**src/hw/rtl/lkms_pkg.sv**
```systemverilog
// Shared types, code constants and layer tables for the layered keypad scanner.
// No dependencies; the controller, datapath and top level import it.
`default_nettype none

package lkms_pkg;

    typedef logic [7:0] t_code;

    localparam int TAB_ROWS = 5;
    localparam int TAB_COLS = 8;
    localparam int TAB_IW   = 3;

    localparam t_code UP_MARK    = 8'h80;
    localparam t_code MODE_KEY   = 8'h7f;
    localparam t_code NUMCUR_KEY = 8'h7c;
    localparam t_code NO_DATA    = 8'hff;
    localparam t_code NO_CODE    = 8'h00;

    typedef enum logic [1:0] {
        MS_OFF   = 2'd0,
        MS_UP_ON = 2'd1,
        MS_DOWN  = 2'd2,
        MS_HOLD  = 2'd3
    } t_mode;

    typedef enum logic {
        ST_IDLE = 1'b0,
        ST_WALK = 1'b1
    } t_state;

    typedef struct packed {
        logic load;
        logic step;
    } t_dp_cmd;

    typedef struct packed {
        logic ends_walk;
        logic has_result;
        logic last_key;
        logic out_free;
    } t_dp_status;

    localparam t_code LAYER_NORMAL [TAB_ROWS][TAB_COLS] = '{
        '{8'h38, 8'h7f, 8'h1e, 8'h30, 8'h2e, 8'h20, 8'h00, 8'h00},
        '{8'h12, 8'h21, 8'h22, 8'h23, 8'h17, 8'h24, 8'h25, 8'h00},
        '{8'h26, 8'h32, 8'h31, 8'h18, 8'h19, 8'h10, 8'h13, 8'h00},
        '{8'h1f, 8'h14, 8'h16, 8'h2f, 8'h11, 8'h2d, 8'h15, 8'h00},
        '{8'h2c, 8'h2a, 8'h1d, 8'h39, 8'h7c, 8'h2b, 8'h1c, 8'h00}
    };

    localparam t_code LAYER_MODE [TAB_ROWS][TAB_COLS] = '{
        '{8'h00, 8'h00, 8'h02, 8'h03, 8'h04, 8'h05, 8'h00, 8'h00},
        '{8'h06, 8'h07, 8'h08, 8'h09, 8'h0a, 8'h0b, 8'h00, 8'h00},
        '{8'h0d, 8'h0c, 8'h37, 8'h35, 8'h0d, 8'h48, 8'h28, 8'h00},
        '{8'h01, 8'h33, 8'h34, 8'h00, 8'h4b, 8'h27, 8'h4d, 8'h00},
        '{8'h0f, 8'h00, 8'h3a, 8'h0e, 8'h00, 8'h50, 8'h00, 8'h00}
    };

    localparam t_code LAYER_NUMCUR [TAB_ROWS][TAB_COLS] = '{
        '{8'h00, 8'h00, 8'h02, 8'h03, 8'h04, 8'h05, 8'h00, 8'h00},
        '{8'h06, 8'h07, 8'h08, 8'h09, 8'h0a, 8'h0b, 8'h00, 8'h00},
        '{8'h0d, 8'h0c, 8'h00, 8'h00, 8'h00, 8'h48, 8'h00, 8'h00},
        '{8'h00, 8'h00, 8'h00, 8'h00, 8'h4b, 8'h00, 8'h4d, 8'h00},
        '{8'h00, 8'h00, 8'h00, 8'h00, 8'h00, 8'h50, 8'h00, 8'h00}
    };

endpackage

`default_nettype wire

```
**src/hw/rtl/lkms_ram.sv**
```systemverilog
// Generic single-write, single-read RAM with registered read data.
// No dependencies.
`default_nettype none

module lkms_ram #(
    parameter int WIDTH = 8,
    parameter int DEPTH = 40,
    parameter int AW    = (DEPTH > 1) ? $clog2(DEPTH) : 1
) (
    input  wire logic             i_clk,
    input  wire logic             i_we,
    input  wire logic [AW-1:0]    i_waddr,
    input  wire logic [WIDTH-1:0] i_wdata,
    input  wire logic             i_re,
    input  wire logic [AW-1:0]    i_raddr,
    output logic      [WIDTH-1:0] o_rdata
);

    logic [WIDTH-1:0] r_mem [DEPTH];

    always_ff @(posedge i_clk) begin
        if (i_we) begin
            r_mem[i_waddr] <= i_wdata;
        end
        if (i_re) begin
            o_rdata <= r_mem[i_raddr];
        end
    end

endmodule

`default_nettype wire

```
**src/hw/rtl/lkms_ctrl.sv**
```systemverilog
// Walk controller: accepts a sample request and steps the datapath key by key.
// Depends on lkms_pkg.
`default_nettype none

module lkms_ctrl (
    input  wire logic                i_clk,
    input  wire logic                i_rst_n,
    input  wire logic                i_in_valid,
    output logic                     o_in_stall,
    input  wire lkms_pkg::t_dp_status i_status,
    output lkms_pkg::t_dp_cmd        o_cmd
);
    import lkms_pkg::*;

    t_state r_state;
    t_state n_state;

    always_ff @(posedge i_clk) begin
        if (!i_rst_n) begin
            r_state <= ST_IDLE;
        end else begin
            r_state <= n_state;
        end
    end

    always_comb begin
        n_state = r_state;
        case (r_state)
            ST_IDLE: begin
                if (i_in_valid) begin
                    n_state = ST_WALK;
                end
            end
            ST_WALK: begin
                if (o_cmd.step && (i_status.ends_walk || i_status.last_key)) begin
                    n_state = ST_IDLE;
                end
            end
            default: n_state = ST_IDLE;
        endcase
    end

    always_comb begin
        o_in_stall = 1'b1;
        o_cmd      = '0;
        case (r_state)
            ST_IDLE: begin
                o_in_stall = 1'b0;
                o_cmd.load = i_in_valid;
            end
            ST_WALK: begin
                o_cmd.step = !i_status.has_result || i_status.out_free;
            end
            default: begin
                o_in_stall = 1'b1;
            end
        endcase
    end

endmodule

`default_nettype wire

```
**src/hw/rtl/lkms_dp.sv**
```systemverilog
// Scan datapath: sample register, layer translation, stored-code RAM, mode
// state and output register. Depends on lkms_pkg and lkms_ram.
`default_nettype none

module lkms_dp #(
    parameter int ROWS    = 5,
    parameter int COLUMNS = 8
) (
    input  wire logic                  i_clk,
    input  wire logic                  i_rst_n,
    input  wire lkms_pkg::t_dp_cmd     i_cmd,
    output lkms_pkg::t_dp_status       o_status,
    input  wire logic [39:0]           i_key_matrix,
    input  wire logic                  i_out_stall,
    output logic                       o_out_valid,
    output lkms_pkg::t_code            o_scancode
);
    import lkms_pkg::*;

    localparam int NKEYS = ROWS * COLUMNS;
    localparam int KW    = (NKEYS > 1) ? $clog2(NKEYS) : 1;
    localparam int RW    = (ROWS > 1) ? $clog2(ROWS) : 1;
    localparam int CW    = (COLUMNS > 1) ? $clog2(COLUMNS) : 1;

    logic [NKEYS-1:0] r_matrix;
    logic [NKEYS-1:0] r_valid;
    logic [KW-1:0]    r_key;
    logic [RW-1:0]    r_row;
    logic [CW-1:0]    r_col;
    logic             r_use_mode;
    logic             r_use_numcur;
    t_mode            r_mode;
    t_mode            n_mode;
    logic             r_numcur;
    logic             n_numcur;
    logic             r_out_valid;
    t_code            r_out_code;

    t_code            ram_rdata;
    t_code            old_code;
    t_code            now_code;
    t_code            alt_code;
    t_code            norm_code;
    t_code            store_code;
    t_code            emit_code;
    logic             changed;
    logic             ends_walk;
    logic             last_key;
    logic             ram_re;
    logic [KW-1:0]    ram_raddr;
    logic             ram_we;
    logic             out_taken;
    logic [TAB_IW-1:0] tab_r;
    logic [TAB_IW-1:0] tab_c;

    assign tab_r    = TAB_IW'(r_row);
    assign tab_c    = TAB_IW'(r_col);
    assign last_key = (r_key == KW'(NKEYS - 1));

    always_comb begin
        norm_code = LAYER_NORMAL[tab_r][tab_c];
        alt_code  = r_use_mode ? LAYER_MODE[tab_r][tab_c] : LAYER_NUMCUR[tab_r][tab_c];
        if (!r_matrix[r_key]) begin
            now_code = NO_CODE;
        end else if ((r_use_mode || r_use_numcur) && (alt_code != NO_CODE)) begin
            now_code = alt_code;
        end else begin
            now_code = norm_code;
        end
    end

    assign old_code = r_valid[r_key] ? ram_rdata : NO_CODE;
    assign changed  = (old_code != now_code);

    always_comb begin
        n_mode     = r_mode;
        n_numcur   = r_numcur;
        store_code = now_code;
        emit_code  = now_code;
        ends_walk  = 1'b0;
        if (changed) begin
            if ((now_code == NO_CODE) && (old_code != NO_CODE) && !old_code[7]) begin
                store_code = old_code | UP_MARK;
                emit_code  = old_code | UP_MARK;
                ends_walk  = 1'b1;
                if (n_mode == MS_UP_ON) begin
                    n_mode = MS_OFF;
                end
                if (old_code == MODE_KEY) begin
                    if (n_mode == MS_HOLD) begin
                        n_mode = MS_OFF;
                    end else if (n_mode == MS_DOWN) begin
                        n_mode = MS_UP_ON;
                    end
                end
                if (n_mode == MS_DOWN) begin
                    n_mode = MS_HOLD;
                end
            end else if (old_code[7]) begin
                store_code = NO_CODE;
                emit_code  = NO_CODE;
                ends_walk  = 1'b1;
            end else if (now_code == MODE_KEY) begin
                if (r_mode == MS_OFF) begin
                    n_mode = MS_DOWN;
                end
            end else if (now_code == NUMCUR_KEY) begin
                n_numcur = !r_numcur;
            end else begin
                ends_walk = 1'b1;
            end
        end
    end

    assign out_taken = r_out_valid && !i_out_stall;

    always_comb begin
        o_status.ends_walk  = ends_walk;
        o_status.has_result = ends_walk && (emit_code != NO_DATA);
        o_status.last_key   = last_key;
        o_status.out_free   = !r_out_valid || !i_out_stall;
    end

    assign ram_we    = i_cmd.step && changed;
    assign ram_re    = i_cmd.load || (i_cmd.step && !last_key);
    assign ram_raddr = i_cmd.load ? '0 : r_key + KW'(1);

    lkms_ram #(
        .WIDTH ($bits(t_code)),
        .DEPTH (NKEYS),
        .AW    (KW)
    ) u_codes (
        .i_clk   (i_clk),
        .i_we    (ram_we),
        .i_waddr (r_key),
        .i_wdata (store_code),
        .i_re    (ram_re),
        .i_raddr (ram_raddr),
        .o_rdata (ram_rdata)
    );

    always_ff @(posedge i_clk) begin
        if (i_cmd.load) begin
            r_matrix     <= i_key_matrix[NKEYS-1:0];
            r_use_mode   <= (r_mode != MS_OFF);
            r_use_numcur <= r_numcur;
        end
        if (i_cmd.step && o_status.has_result) begin
            r_out_code <= emit_code;
        end
    end

    always_ff @(posedge i_clk) begin
        if (!i_rst_n) begin
            r_valid     <= '0;
            r_key       <= '0;
            r_row       <= '0;
            r_col       <= '0;
            r_mode      <= MS_OFF;
            r_numcur    <= 1'b0;
            r_out_valid <= 1'b0;
        end else begin
            if (i_cmd.load) begin
                r_key <= '0;
                r_row <= '0;
                r_col <= '0;
            end else if (i_cmd.step) begin
                r_mode   <= n_mode;
                r_numcur <= n_numcur;
                if (changed) begin
                    r_valid[r_key] <= 1'b1;
                end
                if (!last_key) begin
                    r_key <= r_key + KW'(1);
                    if (r_row == RW'(ROWS - 1)) begin
                        r_row <= '0;
                        r_col <= r_col + CW'(1);
                    end else begin
                        r_row <= r_row + RW'(1);
                    end
                end
            end
            if (i_cmd.step && o_status.has_result) begin
                r_out_valid <= 1'b1;
            end else if (out_taken) begin
                r_out_valid <= 1'b0;
            end
        end
    end

    assign o_out_valid = r_out_valid;
    assign o_scancode  = r_out_code;

    a_out_hold: assert property (@(posedge i_clk) disable iff (!i_rst_n)
        r_out_valid && i_out_stall |=> r_out_valid && $stable(r_out_code))
        else $error("pending scancode lost or changed under stall");

    a_load_restart: assert property (@(posedge i_clk) disable iff (!i_rst_n)
        i_cmd.load |=> (r_key == '0) && (r_row == '0) && (r_col == '0))
        else $error("walk did not restart at the first key");

    a_mode_steady: assert property (@(posedge i_clk) disable iff (!i_rst_n)
        !i_cmd.step |=> $stable(r_mode) && $stable(r_numcur))
        else $error("layer state moved outside a key step");

    a_no_overwrite: assert property (@(posedge i_clk) disable iff (!i_rst_n)
        i_cmd.step && o_status.has_result |-> o_status.out_free)
        else $error("result committed while output register busy");

endmodule

`default_nettype wire

```
**src/hw/rtl/layered_keypad_matrix_scanner_unit.sv**
```systemverilog
// Layered keypad matrix scanner, top level.
// Depends on lkms_pkg, lkms_ctrl, lkms_dp (and lkms_ram through lkms_dp).
//
// Input channel: i_in_valid / o_in_stall carry one request, a full sample of
// the key matrix on i_key_matrix (bit column*ROWS+row set for a pressed key).
// Output channel: o_out_valid / i_out_stall carry at most one scancode per
// request on o_scancode: a key-down code, a release code with bit 7 set, or
// 0x00 when a marked release is cleared.
// Timing: after acceptance the stored-code RAM is read for the first key,
// then one key is compared and committed per cycle through its single read
// port, unless a new result meets a full, stalled output register. The walk
// ends at the first changed key other than a mode or num/cursor key-down,
// or at the last key, and the next request is accepted in the cycle after
// that; a result enters the output register as its key is committed.
// The output register lets the next request be walked while a scancode waits;
// if a further scancode is found while the register is still full and
// stalled, the walk holds at that key until the register is taken.
// Reset clears the per-key valid bits (all stored codes read as zero), the
// mode and num/cursor state, the controller and the output valid.
`default_nettype none

module layered_keypad_matrix_scanner_unit #(
    parameter int ROWS    = 5,
    parameter int COLUMNS = 8
) (
    input  wire logic          i_clk,
    input  wire logic          i_rst_n,
    input  wire logic          i_in_valid,
    output logic               o_in_stall,
    input  wire logic [39:0]   i_key_matrix,
    output logic               o_out_valid,
    input  wire logic          i_out_stall,
    output lkms_pkg::t_code    o_scancode
);
    import lkms_pkg::*;

    t_dp_cmd    cmd;
    t_dp_status status;

    lkms_ctrl u_ctrl (
        .i_clk      (i_clk),
        .i_rst_n    (i_rst_n),
        .i_in_valid (i_in_valid),
        .o_in_stall (o_in_stall),
        .i_status   (status),
        .o_cmd      (cmd)
    );

    lkms_dp #(
        .ROWS    (ROWS),
        .COLUMNS (COLUMNS)
    ) u_dp (
        .i_clk        (i_clk),
        .i_rst_n      (i_rst_n),
        .i_cmd        (cmd),
        .o_status     (status),
        .i_key_matrix (i_key_matrix),
        .i_out_stall  (i_out_stall),
        .o_out_valid  (o_out_valid),
        .o_scancode   (o_scancode)
    );

endmodule

`default_nettype wire

```
**config.mk**
```make
export PLATFORM = sky130hd
export DESIGN_NAME = layered_keypad_matrix_scanner_unit
export DESIGN_NICKNAME = d
export VERILOG_FILES = /design/src/hw/rtl/lkms_pkg.sv /design/src/hw/rtl/lkms_ram.sv /design/src/hw/rtl/lkms_ctrl.sv /design/src/hw/rtl/lkms_dp.sv /design/src/hw/rtl/layered_keypad_matrix_scanner_unit.sv
export SDC_FILE = /design/constraint.sdc
export NUM_CORES = 1
export LEC_CHECK = 0
export ABC_AREA = 1
export BUFFER_PORTS_ARGS = -buffer_cell sky130_fd_sc_hd__buf_2
export CAP_MARGIN = 20
export CORE_MARGIN = 10
export CORE_UTILIZATION = 55
export DETAILED_ROUTE_END_ITERATION = 8
export PLACE_DENSITY_LB_ADDON = 0.05
export SLEW_MARGIN = 10
export SYNTH_ARGS = -nofsm -noshare
export SYNTH_HDL_FRONTEND = slang
export SYNTH_SLANG_ARGS = --single-unit
```
**constraint.sdc**
```tcl
create_clock -name i_clk -period 7.3 [get_ports i_clk]
set_input_delay 0.73 -clock i_clk [delete_from_list [all_inputs] [get_ports i_clk]]
set_output_delay 0.73 -clock i_clk [all_outputs]
set_load 0.05 [all_outputs]
```
# Yosys cells after proc, flatten, opt, wreduce, memory -nomap -nowiden
# Memory sizes are Yosys's and may differ from the RTL's. A register that Yosys moved wholly into a read port is not among the register bits.
# Cells that the tools add are included.
[totals]
reg_bits = 107
latchBits = 0
ram_bits = 320
romBits = 1536
input_bits = 44
out_inout_bits = 10
memories = 4
[op_classes]
n_addsub = 3
mul = 0
div_mod_pow = 0
magnitude_cmp = 4
n_eq_ne = 12
shift = 0
n_mux = 58
n_bitwise = 10
n_reduce_logical = 35
[mem_list]
columns = ["name", "words", "width", "rd", "rd_clocked_by_memory_dff", "wr", "line_no", "rtl"]
rows = [
  ["(name not given)", 8, 64, 1, 0, 0, "lkms_dp.sv:62", "alt_code = r_use_mode ? LAYER_MODE[tab_r][tab_c] : LAYER_NUMCUR[tab_r][tab_c];"],
  ["(name not given)", 8, 64, 1, 0, 0, "lkms_dp.sv:61", "norm_code = LAYER_NORMAL[tab_r][tab_c];"],
  ["(name not given)", 8, 64, 1, 0, 0, "lkms_dp.sv:62", ""],
  ["u_dp.u_codes.r_mem", 40, 8, 1, 1, 1, "lkms_ram.sv:19", "logic [WIDTH-1:0] r_mem [DEPTH];"],
]
[ops]
columns = ["operator", "n"]
rows = [
  ["two-way mux 64 bit", 6],
  ["two-way mux 8 bit", 13],
  ["binary-select mux 8 bit (select 3 bit)", 3],
  ["bitwise OR 40 bit", 1],
  ["two-way mux 2 bit", 13],
  ["== test 8 x 7 -> 1 bit, second input constant", 3],
  ["two-way mux 1 bit", 17],
  ["nonzero test 8 bit", 2],
  ["binary-select mux 1 bit (select 6 bit)", 2],
  ["logical AND 1 bit", 10],
  [">= comparator 4 bit, second input constant", 2],
  ["zero test 8 bit", 1],
  ["inequality test 8 bit", 1],
  ["inequality test 8 bit, second input constant", 1],
  ["NOT 3 -> 4 bit", 2],
  ["nonzero test 2 bit", 4],
  ["< comparator 6 x 7 -> 1 bit, second input constant", 1],
  ["NOT 1 bit", 7],
  ["AND reduction 7 bit", 1],
  ["adder 3 x 1 -> 3 bit, second input constant", 2],
  ["adder 6 x 1 -> 6 bit, second input constant", 1],
  ["demux 1 bit (select 6 bit)", 1],
  ["== test 2 bit, second input constant", 3],
  ["== test 6 bit, second input constant", 1],
  ["other kinds (14)", 24],
]

# Depth between registers and ports, before layout
[depth]
word_depth = 26
depth_mapped = 30

# Cells and area by module
# Synthesis repeated with hierarchy kept, for this count alone.
[unflattened]
hier_cells = 1986
hier_area_um2 = 19705.1
[modules_own_cells]
columns = ["module", "n_inst", "cells_per_inst", "area_per_inst_um2", "seq_area_each_um2"]
rows = [
  ["lkms_ram", 1, 1099, 13330.3, 9849.4],
  ["lkms_dp", 1, 874, 6301.0, 2622.5],
  ["lkms_ctrl", 1, 13, 73.8, 20.0],
]

# Worst setup path before layout
# No wires, ideal clock.
[synth_path]
kind = "reg-to-reg"
from = "register u_ctrl.r_state"
to = "register u_dp.u_codes.o_rdata[6], read port of u_dp.u_codes.r_mem (data pin)"
arrival_time_ns = 4.556
required_time_ns = 7.170
path_slack_ns = 2.614
path_stages_with_launch = 12
path_buffers = 5
cell_sequence = "dfxtp_1 -> clkbuf_1 -> nor2_1 -> nor2_1 -> clkbuf_1 -> clkinv_1 -> clkbuf_1 -> clkbuf_1 -> clkbuf_1 -> o221ai_1 -> a311oi_1 -> a31o_2"
[synth_lines]
columns = ["element", "line_no", "rtl"]
rows = [
  ["start: declaration", "lkms_ctrl.sv:15", "t_state r_state;"],
  ["start signal: assignment", "lkms_ctrl.sv:22", "r_state <= n_state;"],
  ["end: declaration", "lkms_ram.sv:16", "output logic [WIDTH-1:0] o_rdata"],
]

# Worst setup path in the final report
[layout_path]
from = "register u_dp.r_col[0]"
to = "memory u_dp.u_codes.r_mem[29][5], enable pin"
[layout_between]
elab_chain_cells = 22
elab_cells_between_ends = 37
classes_between = "eq/ne (4); mux (23); bitwise (1); reduce/logical (9)"
[layout_rtl]
columns = ["element", "line_no", "rtl"]
rows = [
  ["start: declaration", "lkms_dp.sv:29", "logic [CW-1:0] r_col;"],
  ["start signal: assignment", "lkms_dp.sv:177", "r_col <= r_col + CW'(1);"],
  ["NOT 3 -> 4 bit (not written as such) *", "lkms_dp.sv:61, lkms_dp.sv:62", ""],
  ["binary-select mux 8 bit (select 3 bit)", "lkms_dp.sv:62", ""],
  ["two-way mux 8 bit (not written as such) (2 in series)", "lkms_dp.sv:62", ""],
  ["two-way mux 8 bit", "lkms_dp.sv:62", ""],
  ["nonzero test 8 bit", "lkms_dp.sv:65", "end else if ((r_use_mode || r_use_numcur) && (alt_code != NO_CODE)) begin"],
  ["logical AND 1 bit", "lkms_dp.sv:65", ""],
  ["two-way mux 8 bit *", "lkms_dp.sv:65", ""],
  ["two-way mux 8 bit *", "lkms_dp.sv:63", "if (!r_matrix[r_key]) begin"],
  ["(+5 left out)", "-", ""],
  ["named net u_dp.emit_code[4]", "lkms_dp.sv:45", "t_code emit_code;"],
  ["inequality test 8 bit *", "lkms_dp.sv:119", "o_status.has_result = ends_walk && (emit_code != NO_DATA);"],
  ["logical AND 1 bit *", "lkms_dp.sv:119", ""],
  ["zero test 1 bit *", "lkms_ctrl.sv:52", "o_cmd.step = !i_status.has_result || i_status.out_free;"],
  ["logical OR 1 bit *", "lkms_ctrl.sv:52", ""],
  ["two-way mux 1 bit *", "lkms_ctrl.sv:46", "case (r_state)"],
  ["logical AND 1 bit *", "lkms_dp.sv:124", "assign ram_we = i_cmd.step && changed;"],
  ["two-way mux 1 bit *", "lkms_ram.sv:22", "if (i_we) begin"],
  ["two-way mux 1 bit (not written as such) *", "lkms_ram.sv:23", "r_mem[i_waddr] <= i_wdata;"],
  ["end: declaration", "lkms_ram.sv:19", ""],
]
# Mark *: on every way through the listed nets, which the timed path passes. The rest lies on a longest branch. The select of a mux whose other input is x is not followed.

==> impl_metrics.yaml <==
placed_design:
  gp_congestion: 0.897
  dp.cells: 2204
  io_buffer_count: 53
  placed_cell_area_um2: 19500
  dp_hpwl_um: 33100
yosys:
  seq_area_frac_synth: 0.662
  syn_nets: 1829
  syn_inst: 1773
  avgSynthCellArea_um2: 10.6
  yosys_warnings: 0
  async_reset_ff_frac: 0
  ys.flop_type: "edfxtp_1"
  synth_area_um2: 18900
  synth-edff-count: 378
  postSynthRegisterBits: 435
  synth.distinct_cells: 45
detailed_routing:
  wl_um: 51600
  vias: 13600
  dr.pass1.iters: 6
  viasPerCell: 5.93
  first_iter_violations: 1287
  detail_route.wl_per_cell_um: 22.6
  drcViolationCount: 0
  ant_nets: 0
finish:
  fillers: 2764
  design_area_um2: 21000
  syn_to_final_growth_pct: 11.5
  drive_gt1_frac: 0.105
  n_antenna_cell: 0
  fin_util: 0.625
  instances_no_fill: 2286
  nets: 1859
clocking:
  insertion_delay_ns: 0.56
  clockBufferDepth: 3
  cts_buffers: 44
  cts_resized: 0
  htree_num_levels: 2
  post_cts_buffers: 0
  clk_pin_slew_worst_paths_ns: 0.06
  cts-hold-fix-buffers: 0
  cts_tree: "yes"
  cts_root_buf: "clkbuf_16"
  cts_sinks: 435
sta:
  rsz0062_at_grt: "no"
  period_share: 0.753
  whs_ns: 0.346
  clock_skew_ns: 0.0213
  max_freq_ghz: 0.182
  worst_pin_slew_ns: 0.968
  setup_viol: 0
  finalHoldViolations: 0
  finalCriticalPeriod_ns: 5.50
  tns_ns: 0
  slew_violations: 0
  slew_headroom: 0.353
worst_setup_path:
  required_ns: 7.51
  critPathLaunchType: "flip-flop"
  cp_max_fo: 42
  worstSetupPathType: "flip-flop to flip-flop"
  r2r_slack_ns: 1.80
  worstPathArrival_ns: 5.71
  cp-end-kind: "flip-flop"
pwr:
  p_per_area_nw_per_um2: 306
  ir_drop_mv: 0.265
  p_leak_nw: 7.86
die:
  die_x_um: 205
  die_h_um: 205
  std_cell_rows: 67
  io_pins: 54
  start_util: 0.560
  die-area_um2: 42100
  core_area_um2: 33700
grt:
  antenna_found_initial: 0
  grt_pass1_vias: 13300
  grt_overflow: 0
  grt_pass1_wl_um: 77900
  grt_usage: 0.243
  grt_max_degree: 96
job:
  drv_cap: 0
outcome:
  status: "finished clean"
worst_hold_path:
  min_path_type: "input pin to flip-flop"
-- per-stage QoR --
| stage | setup slack, ns | power, mW |
|---|---|---|
| floorplan | 2.61 | 3.71 |
| finish | 1.80 | 6.44 |
| CTS | 1.87 | 6.47 |
| global route | 1.29 | 6.67 |
| global placement | 1.96 | 4.15 |
| detailed placement | 1.90 | 4.16 |
-- placed cells by master (no fill, tap or decap), types with 4 or more instances in the layout --
cell / synthesis / final
o211ai_1: 20 / 20
clkbuf_16: 0 / 47
nand2_1: 339 / 339
nand4_1: 12 / 12
a311oi_1: 6 / 6
or3_1: 6 / 6
a31o_2: 6 / 6
nor3_1: 9 / 9
o22ai_1: 43 / 43
bufinv_16: 0 / 5
edfxtp_1: 378 / 378
clkinv_2: 0 / 12
clkbuf_1: 68 / 5
o32ai_1: 13 / 13
a21oi_1: 95 / 95
o21bai_1: 4 / 4
nor2_4: 8 / 11
nand3_1: 77 / 77
inv_1: 143 / 142
o311ai_0: 9 / 9
dfxtp_1: 57 / 57
o221ai_1: 32 / 32
inv_2: 12 / 13
a211oi_1: 6 / 6
buf_2: 17 / 53
nor2_1: 220 / 217
ha_1: 12 / 12
nand3_2: 6 / 6
o21ai_0: 124 / 123
clkinv_1: 4 / 7
xor2_1: 6 / 6
o31ai_1: 6 / 6
buf_4: 2 / 23
o21ai_1: 7 / 7
-- registers in the layout, indices dropped and copies added, names as in the netlist --
signal                count
u_dp.r_matrix            40
u_dp.u_codes.o_rdata      8
u_dp.u_codes.r_mem      320
u_dp.r_key                6
u_dp.r_valid             40
u_dp.r_use_numcur         1
u_dp.r_use_mode           1
u_dp.r_mode               2
u_ctrl.r_state            1
u_dp.r_numcur             1
u_dp.r_col                3
u_dp.r_row                3
u_dp.o_scancode           8
u_dp.o_out_valid          1
-- cell families (layout without fill, tap and decap cells) --
kind of cell             after synthesis  count (layout)  synth area share
AND/OR/NAND/NOR                      689             689             0.153
flip-flops                           435             435             0.662
AO/OA/AOI/OAI                        379             379             0.123
buffers and inverters                251             316            0.0515
adder cells (fa/ha/maj)               12              12           0.00796
XOR/XNOR                               7               7           0.00325
-- power by group --
part	total, mW	switching [mW]	internal [mW]
clock network	2.33	0.944	1.38
registers	2.99	0.0390	2.95
logic	1.13	0.870	0.256
-- area by class of cell --
class	instances	area [um2]	area share
well taps	448	561	0.0266
flip-flops and latches	435	12500	0.593
clock buffers	55	1240	0.0587
multi-input cells	1087	5440	0.259
inverters	159	599	0.0285
repair buffers	76	438	0.0208
clock inverters	26	282	0.0134
-- per-layer routing --
layer	track usage	vias to the layer above	wire length (um)
met5	0	-	0
met4	0.0848	0	1510
met3	0.0363	92	3410
met2	0.397	573	24900
met1	0.327	6583	21700
li1	-	6316	-
-- final timing paths --
kind                                       from                        end  cells past startpoint
worst max-delay path              u_dp.r_col[0]  u_dp.u_codes.r_mem[29][5]                     25
worst min-delay path            i_key_matrix[5]           u_dp.r_matrix[5]                      1
worst max register to register    u_dp.r_col[0]  u_dp.u_codes.r_mem[29][5]                     25
worst min register to register    u_dp.r_numcur          u_dp.r_use_numcur                      0
-- cells in the mapped netlist, drive strengths merged (20+ instances only) --
master | number | area (um2)
buf | 24 | 119
clkbuf | 68 | 255
nand2 | 341 | 1280
o22ai | 43 | 269
nand3 | 84 | 463
o221ai | 32 | 280
edfxtp | 378 | 11400
a21oi | 95 | 475
dfxtp | 57 | 1140
inv | 155 | 582
o211ai | 20 | 150
nor2 | 229 | 922
o21ai | 131 | 656
-- critical path: stages, from the launching register on --
cell and delay [ns]:
dfxtp_1 0.87, inv_2 0.29, nor2_1 0.42, nand2_1 0.13
nand2_1 0.13, nand2_1 0.07, nand2_1 0.06, nand2_1 0.06
inv_2 0.05, a21oi_1 0.07, nand2_2 0.15, nand3b_1 0.10
nand3_1 0.24, nand2_1 0.14, nor2_4 0.18, nand4_1 0.10
nand2_1 0.07, buf_4 0.43, nand2_1 0.10, nor2_1 0.15
nand2_1 0.08, nand3_2 0.15, nand3_4 0.24, nor2_1 0.42
nand2_1 0.13, inv_1 0.31
Note: power is estimated with default switching activity, not from simulation.
